**config.mk**
```make
export PLATFORM = sky130hd
export DESIGN_NAME = sntp_query_reply_engine_flat
export DESIGN_NICKNAME = d
export VERILOG_FILES = /design/src/hdl/sqre_pkg.sv /design/src/hdl/sqre_if.sv /design/src/hdl/sntp_query_reply_engine.sv /design/src/flat_wrapper.sv
export SDC_FILE = /design/constraint.sdc
export NUM_CORES = 1
export LEC_CHECK = 0
export BUFFER_PORTS_ARGS = -buffer_cell sky130_fd_sc_hd__buf_2
export CORE_MARGIN = 1
export CORE_UTILIZATION = 30
export DETAILED_ROUTE_END_ITERATION = 10
export MAX_ROUTING_LAYER = met4
export SYNTH_ARGS = -nofsm -noshare
export SYNTH_HDL_FRONTEND = slang
export SYNTH_SLANG_ARGS = --single-unit
```
**constraint.sdc**
```tcl
create_clock -name clk_i -period 9.6 [get_ports clk_i]
set_clock_uncertainty 0.1 [all_clocks]
set_input_delay 1.92 -clock clk_i [delete_from_list [all_inputs] [get_ports clk_i]]
set_output_delay 1.92 -clock clk_i [all_outputs]
set_load 0.05 [all_outputs]
```
**src/hdl/sqre_pkg.sv**
```systemverilog
// shared types and constants of the sntp query and reply engine
package sqre_pkg;

  localparam int unsigned PACKET_BYTES = 48;
  localparam int unsigned CNT_W        = $clog2(PACKET_BYTES + 1);

  localparam logic [CNT_W-1:0] LAST_BEAT  = CNT_W'(PACKET_BYTES - 1);
  localparam logic [CNT_W-1:0] FULL_COUNT = CNT_W'(PACKET_BYTES);
  localparam logic [CNT_W-1:0] SEC_FIRST  = CNT_W'(40);
  localparam logic [CNT_W-1:0] FRAC_FIRST = CNT_W'(44);

  localparam logic [7:0]  QUERY_BYTE0     = 8'h23;
  localparam logic [31:0] UNIX_EPOCH_SECS = 32'd2208988800;
  localparam logic [9:0]  MS_PER_SEC      = 10'd1000;
  localparam logic [31:0] TIMEOUT_RESET   = 32'd3000000;
  localparam logic [3:0]  RETRY_RESET     = 4'd3;
  localparam logic [2:0]  MODE_SERVER     = 3'd4;
  localparam logic [2:0]  MODE_BROADCAST  = 3'd5;

  typedef enum logic [1:0] {
    CMD_START   = 2'd0,
    CMD_TICK    = 2'd1,
    CMD_RX_BYTE = 2'd2,
    CMD_TX_FAIL = 2'd3
  } cmd_e;

  typedef enum logic [2:0] {
    ST_OK        = 3'd0,
    ST_PENDING   = 3'd1,
    ST_TX_FAIL   = 3'd2,
    ST_BAD_REPLY = 3'd3,
    ST_TIMEOUT   = 3'd4
  } status_e;

  typedef enum logic {
    KIND_TX_BYTE = 1'b0,
    KIND_DONE    = 1'b1
  } kind_e;

  typedef enum logic {
    REG_TIMEOUT = 1'b0,
    REG_RETRY   = 1'b1
  } cfg_reg_e;

  typedef struct packed {
    cmd_e       command;
    logic [7:0] rx_byte;
    logic       rx_end;
  } req_t;

  typedef struct packed {
    kind_e       kind;
    logic [7:0]  tx_byte;
    logic        last;
    status_e     status;
    logic [40:0] unix_ms;
  } res_t;

endpackage

```
**src/hdl/sqre_if.sv**
```systemverilog
// request and result channel interfaces
interface sqre_req_if;
  import sqre_pkg::*;
  logic valid;
  logic ready;
  req_t data;
  modport source (output valid, output data, input ready);
  modport sink (input valid, input data, output ready);
endinterface

interface sqre_res_if;
  import sqre_pkg::*;
  logic valid;
  logic ready;
  res_t data;
  modport source (output valid, output data, input ready);
  modport sink (input valid, input data, output ready);
endinterface

```
**src/hdl/sntp_query_reply_engine.sv**
```systemverilog
// sntp client exchange engine: query bursts, reply capture, timeout and retry
//
// request channel: one command per request (start, tick, received byte, send failed)
// result channel: 48 query bytes per start or resend, or one completion record
// config port: cfg_we_i writes timeout ticks (index 0) or retry limit (index 1)
// a request is registered in the input register, then decoded against the exchange state in the next
// cycle; its first result is loaded into the result register once that register is free
// throughput: one request per cycle for ticks and received bytes that produce no result; a
// request that causes a query burst holds the result register until all 48 query bytes are taken,
// counted by the single burst beat counter; the next request waits in the input register
// reset: engine idle, timeout 3000000 ticks, retry limit 3, no result pending
// a stalled receiver holds the result register; requests that produce nothing
// still drain past it, those that produce results wait in the input register
module sntp_query_reply_engine (
  input  logic               clk_i,
  input  logic               rst_ni,
  input  logic               cfg_we_i,
  input  sqre_pkg::cfg_reg_e cfg_idx_i,
  input  logic [31:0]        cfg_wdata_i,
  sqre_req_if.sink           req,
  sqre_res_if.source         res
);
  import sqre_pkg::*;

  typedef enum logic [1:0] {
    PH_IDLE,
    PH_WAIT,
    PH_DONE
  } phase_e;

  // configuration
  logic [31:0] timeout_q;
  logic [3:0]  retry_q;

  // input register
  logic s1_valid_q, s1_valid_d;
  req_t s1_q;

  // exchange state
  phase_e           phase_q, phase_d;
  logic [3:0]       resend_q, resend_d;
  logic [31:0]      wait_q, wait_d;
  logic [CNT_W-1:0] cnt_q, cnt_d;
  logic [2:0]       mode_q, mode_d;
  logic [31:0]      sec_q, sec_d;
  logic [31:0]      frac_q, frac_d;

  // result register
  logic             out_valid_q, out_valid_d;
  kind_e            out_kind_q;
  logic [CNT_W-1:0] beat_q, beat_d;
  status_e          out_status_q;
  logic [40:0]      out_ms_q;

  // decode results
  logic        ld_burst, ld_done, produce;
  status_e     ld_status;
  logic [40:0] ld_ms;

  logic s1_adv, out_take, out_last_take, out_free;

  // received byte datapath
  logic             in_pkt, full, mode_ok, sec_ok;
  logic [CNT_W-1:0] cnt_inc;
  logic [2:0]       mode_nx;
  logic [31:0]      sec_nx, frac_nx, secs_rel, wait_inc;
  logic [41:0]      prod_s, prod_f;
  logic [40:0]      ms_sum;

  // configuration writes
  always_ff @(posedge clk_i or negedge rst_ni) begin
    if (!rst_ni) begin
      timeout_q <= TIMEOUT_RESET;
      retry_q   <= RETRY_RESET;
    end else if (cfg_we_i) begin
      unique case (cfg_idx_i)
        REG_TIMEOUT: timeout_q <= cfg_wdata_i;
        REG_RETRY:   retry_q   <= cfg_wdata_i[3:0];
        default:     ;
      endcase
    end
  end

  // capture fields of the datagram, big-endian timestamp
  always_comb begin
    in_pkt  = cnt_q < FULL_COUNT;
    cnt_inc = in_pkt ? cnt_q + 1'b1 : cnt_q;
    full    = cnt_inc == FULL_COUNT;
    mode_nx = (cnt_q == '0) ? s1_q.rx_byte[2:0] : mode_q;
    sec_nx  = (cnt_q >= SEC_FIRST && cnt_q < FRAC_FIRST) ?
              {sec_q[23:0], s1_q.rx_byte} : sec_q;
    frac_nx = (cnt_q >= FRAC_FIRST && cnt_q < FULL_COUNT) ?
              {frac_q[23:0], s1_q.rx_byte} : frac_q;
  end

  assign mode_ok  = mode_nx == MODE_SERVER || mode_nx == MODE_BROADCAST;
  assign sec_ok   = sec_nx >= UNIX_EPOCH_SECS;
  assign secs_rel = sec_nx - UNIX_EPOCH_SECS;
  assign prod_s   = 42'(secs_rel) * 42'(MS_PER_SEC);
  assign prod_f   = 42'(frac_nx) * 42'(MS_PER_SEC);
  // whole seconds in ms plus the fraction scaled to ms
  assign ms_sum   = prod_s[40:0] + 41'(prod_f[41:32]);
  assign wait_inc = wait_q + 32'd1;

  // command decode against the exchange state
  always_comb begin
    phase_d   = phase_q;
    resend_d  = resend_q;
    wait_d    = wait_q;
    cnt_d     = cnt_q;
    mode_d    = mode_q;
    sec_d     = sec_q;
    frac_d    = frac_q;
    ld_burst  = 1'b0;
    ld_done   = 1'b0;
    ld_status = ST_PENDING;
    ld_ms     = '0;
    priority if (s1_q.command == CMD_START) begin
      // start always restarts, also mid-exchange
      phase_d  = PH_WAIT;
      resend_d = '0;
      wait_d   = '0;
      cnt_d    = '0;
      ld_burst = 1'b1;
    end else if (phase_q == PH_WAIT) begin
      unique case (s1_q.command)
        CMD_TICK: begin
          if (wait_inc >= timeout_q) begin
            if (resend_q >= retry_q) begin
              phase_d   = PH_DONE;
              ld_done   = 1'b1;
              ld_status = ST_TIMEOUT;
            end else begin
              resend_d = resend_q + 4'd1;
              wait_d   = '0;
              ld_burst = 1'b1;
            end
          end else begin
            wait_d = wait_inc;
          end
        end
        CMD_TX_FAIL: begin
          phase_d   = PH_DONE;
          ld_done   = 1'b1;
          ld_status = ST_TX_FAIL;
        end
        CMD_RX_BYTE: begin
          mode_d = mode_nx;
          sec_d  = sec_nx;
          frac_d = frac_nx;
          cnt_d  = cnt_inc;
          if (s1_q.rx_end) begin
            // short datagrams are dropped, count restarts either way
            cnt_d = '0;
            if (full) begin
              phase_d = PH_DONE;
              ld_done = 1'b1;
              if (mode_ok && sec_ok) begin
                ld_status = ST_OK;
                ld_ms     = ms_sum;
              end else begin
                ld_status = ST_BAD_REPLY;
              end
            end
          end
        end
        default: ;
      endcase
    end else begin
      // idle or done: everything but a start is ignored
    end
  end

  assign produce       = ld_burst || ld_done;
  assign out_take      = out_valid_q && res.ready;
  assign out_last_take = out_take && (out_kind_q == KIND_DONE || beat_q == LAST_BEAT);
  assign out_free      = !out_valid_q || out_last_take;
  assign s1_adv        = s1_valid_q && (!produce || out_free);
  assign req.ready     = !s1_valid_q || s1_adv;

  always_comb begin
    s1_valid_d = s1_valid_q;
    if (req.valid && req.ready) begin
      s1_valid_d = 1'b1;
    end else if (s1_adv) begin
      s1_valid_d = 1'b0;
    end
  end

  always_comb begin
    out_valid_d = out_valid_q;
    beat_d      = beat_q;
    if (s1_adv && produce) begin
      out_valid_d = 1'b1;
      beat_d      = '0;
    end else if (out_last_take) begin
      out_valid_d = 1'b0;
    end else if (out_take) begin
      beat_d = beat_q + 1'b1;
    end
  end

  // control state
  always_ff @(posedge clk_i or negedge rst_ni) begin
    if (!rst_ni) begin
      s1_valid_q  <= 1'b0;
      out_valid_q <= 1'b0;
      beat_q      <= '0;
      phase_q     <= PH_IDLE;
      resend_q    <= '0;
      wait_q      <= '0;
      cnt_q       <= '0;
      mode_q      <= '0;
      sec_q       <= '0;
      frac_q      <= '0;
    end else begin
      s1_valid_q  <= s1_valid_d;
      out_valid_q <= out_valid_d;
      beat_q      <= beat_d;
      if (s1_adv) begin
        phase_q  <= phase_d;
        resend_q <= resend_d;
        wait_q   <= wait_d;
        cnt_q    <= cnt_d;
        mode_q   <= mode_d;
        sec_q    <= sec_d;
        frac_q   <= frac_d;
      end
    end
  end

  // payload registers
  always_ff @(posedge clk_i) begin
    if (req.valid && req.ready) begin
      s1_q <= req.data;
    end
    if (s1_adv && produce) begin
      out_kind_q   <= ld_done ? KIND_DONE : KIND_TX_BYTE;
      out_status_q <= ld_status;
      out_ms_q     <= ld_ms;
    end
  end

  // result formatting, query bytes come from the beat counter
  assign res.valid        = out_valid_q;
  assign res.data.kind    = out_kind_q;
  assign res.data.tx_byte = (out_kind_q == KIND_TX_BYTE && beat_q == '0) ? QUERY_BYTE0 : 8'h00;
  assign res.data.last    = out_kind_q == KIND_DONE || beat_q == LAST_BEAT;
  assign res.data.status  = (out_kind_q == KIND_DONE) ? out_status_q : ST_PENDING;
  assign res.data.unix_ms = (out_kind_q == KIND_DONE) ? out_ms_q : '0;

endmodule

```
**src/flat_wrapper.sv**
```systemverilog
// flat-port wrapper written by rule: the top's interface ports become plain ports
module sntp_query_reply_engine_flat import sqre_pkg::*;
  (clk_i, rst_ni, cfg_we_i, cfg_idx_i, cfg_wdata_i, req_valid, req_data, req_ready, res_valid, res_data, res_ready);
  sqre_req_if req_i ();
  sqre_res_if res_i ();
  input  logic clk_i;
  input  logic rst_ni;
  input  logic cfg_we_i;
  input  sqre_pkg::cfg_reg_e cfg_idx_i;
  input  logic [31:0] cfg_wdata_i;
  input wire logic [$bits(req_i.valid)-1:0] req_valid;
  input wire logic [$bits(req_i.data)-1:0] req_data;
  output wire logic [$bits(req_i.ready)-1:0] req_ready;
  output wire logic [$bits(res_i.valid)-1:0] res_valid;
  output wire logic [$bits(res_i.data)-1:0] res_data;
  input wire logic [$bits(res_i.ready)-1:0] res_ready;
  assign req_i.valid = req_valid;
  assign req_i.data = req_data;
  assign req_ready = req_i.ready;
  assign res_valid = res_i.valid;
  assign res_data = res_i.data;
  assign res_i.ready = res_ready;
  sntp_query_reply_engine u_core (.clk_i(clk_i), .rst_ni(rst_ni), .cfg_we_i(cfg_we_i), .cfg_idx_i(cfg_idx_i), .cfg_wdata_i(cfg_wdata_i), .req(req_i), .res(res_i));
endmodule
```
**Word level (Yosys, flattened, before mapping)**

Index checks and enable logic that the tools add are counted.

- Bits in registers: 211
- Bits of input ports: 49
- Output and inout port bits: 56
- Word-level logic and storage cells: 149

- $add $sub $neg: 6
- $mul: 2
- Magnitude comparators: 7
- Equal/unequal tests: 15
- Multiplexer cells: 54
- Bitwise logic cells: 8
- Reductions and logical operators: 39

Operator list:

| cell | count |
|---|---|
| $mux 32 | 7 |
| $mux 6 | 9 |
| $add 41x10->41 | 1 |
| $mux 41 | 1 |
| $mul 32x7->39 const B | 1 |
| $mul 32x7->38 const B | 1 |
| $add 32x1->32 const B | 1 |
| $ge 32x32->1 | 1 |
| $ge 32x32->1 const B | 1 |
| $sub 32x32->32 const B | 1 |
| $mux 4 | 5 |
| $mux 3 | 6 |
| $mux 1 | 16 |
| $mux 2 | 7 |
| $reduce_bool 2->1 | 7 |
| $add 6x1->6 const B | 2 |
| $eq 6x6->1 const B | 2 |
| $ge 6x6->1 const B | 2 |
| $logic_not 6->1 | 2 |
| $lt 6x6->1 const B | 2 |
| $ne 3x1->1 const B | 4 |
| $logic_and 1x1->1 | 9 |
| $pmux 3 s3 | 1 |
| $not 1->1 | 8 |
| other kinds (21) | 34 |

**Longest topological paths before layout**

- Depth after elaboration: 15
- Depth in mapped cells: 36
- Gate-level depth less buffers: 33

**Worst setup path after synthesis**

Ideal clock, no wire load.

- Kind: register -> register
- Start point: register u_core.cnt_q[2]
- End point: register u_core.out_ms_q[40] (data pin)
- Setup time: 0.260 ns
- Arrival: 8.264 ns
- Data required time: 9.240 ns
- Path slack: 0.976 ns
- Stages on the path, launching flop included: 30
- Path buffers: 3
- Period minus slack after synthesis: 8.624 ns
- Path through: dfrtp_1 buf_4 nand4b_1 clkbuf_1 clkbuf_1 mux2i_1 inv_1 fa_1 fa_1 fa_1 fa_1 ha_1 a22o_1 or4_1 o21ai_1 o211ai_1 a31o_2 a211oi_1 a21oi_1 xnor2_1 ha_1 o21a_1 o31a_1 o41ai_1 or4b_1 nor4_1 nand4bb_1 nor4_4 and4_1 nor3_1

- Elaborated cells on any way between the ends: 25
- Those cells by class: 3 x add/sub; 2 x mul; 5 x order compare; 3 x eq/ne; 4 x mux; 2 x bitwise; 6 x reduce/logical

RTL lines:

| element | RTL line | source |
|---|---|---|
| start, declared | sntp_query_reply_engine.sv:43 | `logic [CNT_W-1:0] cnt_q, cnt_d;` |
| start signal, assigned | sntp_query_reply_engine.sv:224 | `cnt_q <= cnt_d;` |
| $ge 6x6->1 / $lt 6x6->1 (equally long branches) | sntp_query_reply_engine.sv:92 | `frac_nx = (cnt_q >= FRAC_FIRST && cnt_q < FULL_COUNT) ?` |
| $logic_and 1x1->1 * | sntp_query_reply_engine.sv:92 |  |
| $mux 32 * | sntp_query_reply_engine.sv:92 |  |
| named net u_core.frac_nx[4] | sntp_query_reply_engine.sv:66 | `logic [31:0] sec_nx, frac_nx, secs_rel, wait_inc;` |
| $mul 32x7->39 * | sntp_query_reply_engine.sv:100 | `assign prod_f = 42'(frac_nx) * 42'(MS_PER_SEC);` |
| $add 41x10->41 * | sntp_query_reply_engine.sv:102 | `assign ms_sum = prod_s[40:0] + 41'(prod_f[41:32]);` |
| end signal, assigned | sntp_query_reply_engine.sv:240 | `out_ms_q <= ld_ms;` |
| end, declared | sntp_query_reply_engine.sv:53 | `logic [40:0] out_ms_q;` |

The timed path passes the listed nets; every way through them passes the cells marked *.
A chain may end at the register's enable or synchronous reset.

**Final worst setup path**

Ends and elaborated chain as after synthesis.

==> reports/results.txt <==
Max Buffers Root-to-Sink -> 3
synthesized cell area -> 0.0226 mm2
DP Worst Slack -> 270 ps
Synth area leader -> fa_1
Crit Path Category -> reg -> reg
largest net degree at the start of global routing -> 84
critical path's slowest cell -> or4b_1
final WL -> 50.6 mm
top-area cell type share of the netlist area -> 20.4%
number of global-route vias before repair -> 16.3k
distinct cell type count of the synthesized netlist -> 100
setup TNS -> 0 ps
fillcell total -> 7566
outcome -> completed
Cells after Synth -> 2323
top cells by count, synth -> inv_1, fa_1, ha_1, nand2_1, dfrtp_1
Initial Util -> 30.4%
core area -> 0.0744 mm2
Synth async-reset ratio -> 73.3%
drt initial violations -> 833
Clock Latency Late Sink -> 560 ps
CTS tree -> built
Ports -> 105
Arrival @ worst endpoint -> 9120 ps
CTS root buf -> clkbuf_16
Multi-input gate area -> 0.0156 mm2
1st-pass router iterations -> 5
number of flops mapped to enable cells by yosys -> 56
Die ar. -> 0.0765 mm2
routed length on met2 -> 24.1 mm
Max-slew headroom -> 24.2%
Num CTS Buffers -> 26
first-pass GRT wire length -> 85.6 mm
All-Layer GR Usage -> 13.9%
Final WS setup -> 664 ps
ys flop type -> dfrtp_1
max-slew violation count -> 0
critical path startpoint category -> flop
hold buffers post-CTS -> 0
crit path max fanout -> 35
antenna violations before repair -> 6
most frequent cell after synthesis -> inv_1
gpl congestion -> 0.840
Clock transition at path regs -> 60 ps
Vias/cell -> 4.69
die span in y -> 277 um
Synth Warn # -> 0
met3 wire len -> 1.69 mm
via count -> 16.0k
Top Layer Used -> met4
critical path's most frequent cell -> fa_1
PortBufs -> 99
antenna-violating nets left -> 0
Tcrit/Tclk final -> 93.1%
HPWL Detailed -> 41.1 mm
row count -> 100
f_max -> 112 MHz
worst hold-check path type -> reg -> reg
metal1 wirelength -> 23.8 mm
Worst-Margin Slew -> 1130 ps
CTS sink cnt -> 210
WP data required -> 9790 ps
area grow syn2layout -> 11.3%
Final nets -> 2901
final hold violation count -> 0
Post-DP Area -> 0.0242 mm2
Area contributors post-synth -> fa_1, dfrtp_1, ha_1
mean post-synth cell area -> 9.73 um2
fraction of layout instances using a drive strength above 1 -> 12.3%
Sequential Area -> 0.00555 mm2
Die W -> 277 um
min Tclk post-route -> 8940 ps
WL/cell -> 14.9 um
finished layout cell area -> 0.0252 mm2
Overflow after GRT -> 0
sequential area share after synthesis -> 24.6%
#FFs+latches synth -> 210
crit end category -> flop
max-cap violations -> 0
H-tree depth -> 1
RSZ-0062 raised after global routing -> false
slowest cell delay on critical path -> 600 ps
DRC viols -> 0
final setup fails -> 0
==> timing repair <==
action	4_1_cts	5_1_grt
setup buffers	0	4
resized for setup	0	3
endpoints found under the setup margin	0	13
==> flip-flops by register name (all words and copies together) (netlist names) <==
| register | cells |
|---|---|
| u_core.s1_valid_q | 1 |
| u_core.out_status_q | 3 |
| u_core.wait_q | 32 |
| u_core.timeout_q | 32 |
| u_core.out_ms_q | 41 |
| u_core.retry_q | 4 |
| u_core.cnt_q | 6 |
| u_core.beat_q | 6 |
| u_core.sec_q | 32 |
| u_core.res.valid | 1 |
| u_core.resend_q | 4 |
| u_core.out_kind_q | 1 |
| u_core.frac_q | 32 |
| u_core.phase_q | 2 |
| u_core.mode_q | 2 |
| u_core.s1_q | 11 |
==> cell usage in the layout (no fill, tap or decap), drive strengths merged, types with 11 or more instances in the layout <==
master	synthesis	routed
a211oi	16	16
a21o	47	47
a21oi	81	81
a31oi	12	12
and2	55	55
and3	16	16
buf	27	135
clkbuf	55	39
dfrtp	142	142
dfstp	12	12
edfxtp	56	56
fa	230	230
ha	214	214
inv	302	303
mux2	54	54
mux2i	65	65
nand2	195	195
nand2b	22	22
nand3	39	39
nand3b	11	11
nand4	28	28
nor2	134	134
nor2b	38	38
nor3	41	41
o211ai	14	14
o21a	17	17
o21ai	135	135
o221ai	13	13
or2	17	17
or3	14	14
xnor2	62	62
xor2	55	55
==> cells by family after synthesis <==
family	count (synthesis)	synth area share, %
other cells	1	0.0166
compound gates	398	11.6
xor+xnor	117	4.53
fa+ha+maj	444	32.2
mux	119	5.60
simple gates	650	14.7
flops	210	24.6
buf+inv	384	6.76
==> per-stage QoR <==
step,std cells,hold WS [ps],utilization [%]
2_1_floorplan,2327,350,-
3_3_place_gp,3345,370,32.6
3_5_place_dp,3345,378,32.6
4_1_cts,3393,391,33.7
5_1_grt,3403,404,33.8
6_report,3403,388,33.8
==> cell type report <==
| type | instances | area share [%] |
|---|---|---|
| diodes | 6 | 0.0597 |
| inverters | 302 | 4.51 |
| clock inverters | 9 | 0.368 |
| multi-input cells | 1733 | 62.0 |
| clock buffers | 39 | 3.07 |
| flip-flops and latches | 210 | 22.1 |
| repair buffers | 135 | 3.12 |
| well taps | 969 | 4.82 |
==> layer usage <==
| metal | up-vias | global-route usage (%) |
|---|---|---|
| met5 | - | - |
| met4 | 0 | 3.42 |
| met3 | 58 | 1.83 |
| met2 | 188 | 22.5 |
| met1 | 7686 | 18.5 |
| li1 | 8025 | - |
==> worst paths after layout <==
path                                          startpoint                                end  slack [ps]  cells past startpoint
max in group asynchronous                         rst_ni       u_core.sec_q[15]$_DFFE_PN0P_        6590                      2
setup / recovery             u_core.cnt_q[2]$_DFFE_PN0P_  u_core.out_ms_q[40]$_SDFFCE_PP0P_         660                     28
hold reg to reg            u_core.frac_q[29]$_DFFE_PN0P_      u_core.frac_q[29]$_DFFE_PN0P_         390                      2
hold / removal             u_core.frac_q[29]$_DFFE_PN0P_      u_core.frac_q[29]$_DFFE_PN0P_         390                      2
setup reg to reg             u_core.cnt_q[2]$_DFFE_PN0P_  u_core.out_ms_q[40]$_SDFFCE_PP0P_         660                     28
min in group asynchronous                         rst_ni       u_core.beat_q[5]$_DFFE_PN0P_        1320                      1
==> critical path, delay by kind of cell (launching register included) <==
kind / cells / cell delay (ps)
AO/OA/AOI/OAI: 9 / 1870
XOR/XNOR: 1 / 150
adder cells (fa/ha/maj): 6 / 2520
buffers and inverters: 2 / 500
flip-flops: 1 / 480
multiplexers: 1 / 460
AND/OR/NAND/NOR: 9 / 2560
Power is not shown: default switching activity piles up to over one toggle a cycle in this logic, so the estimate is an artifact.
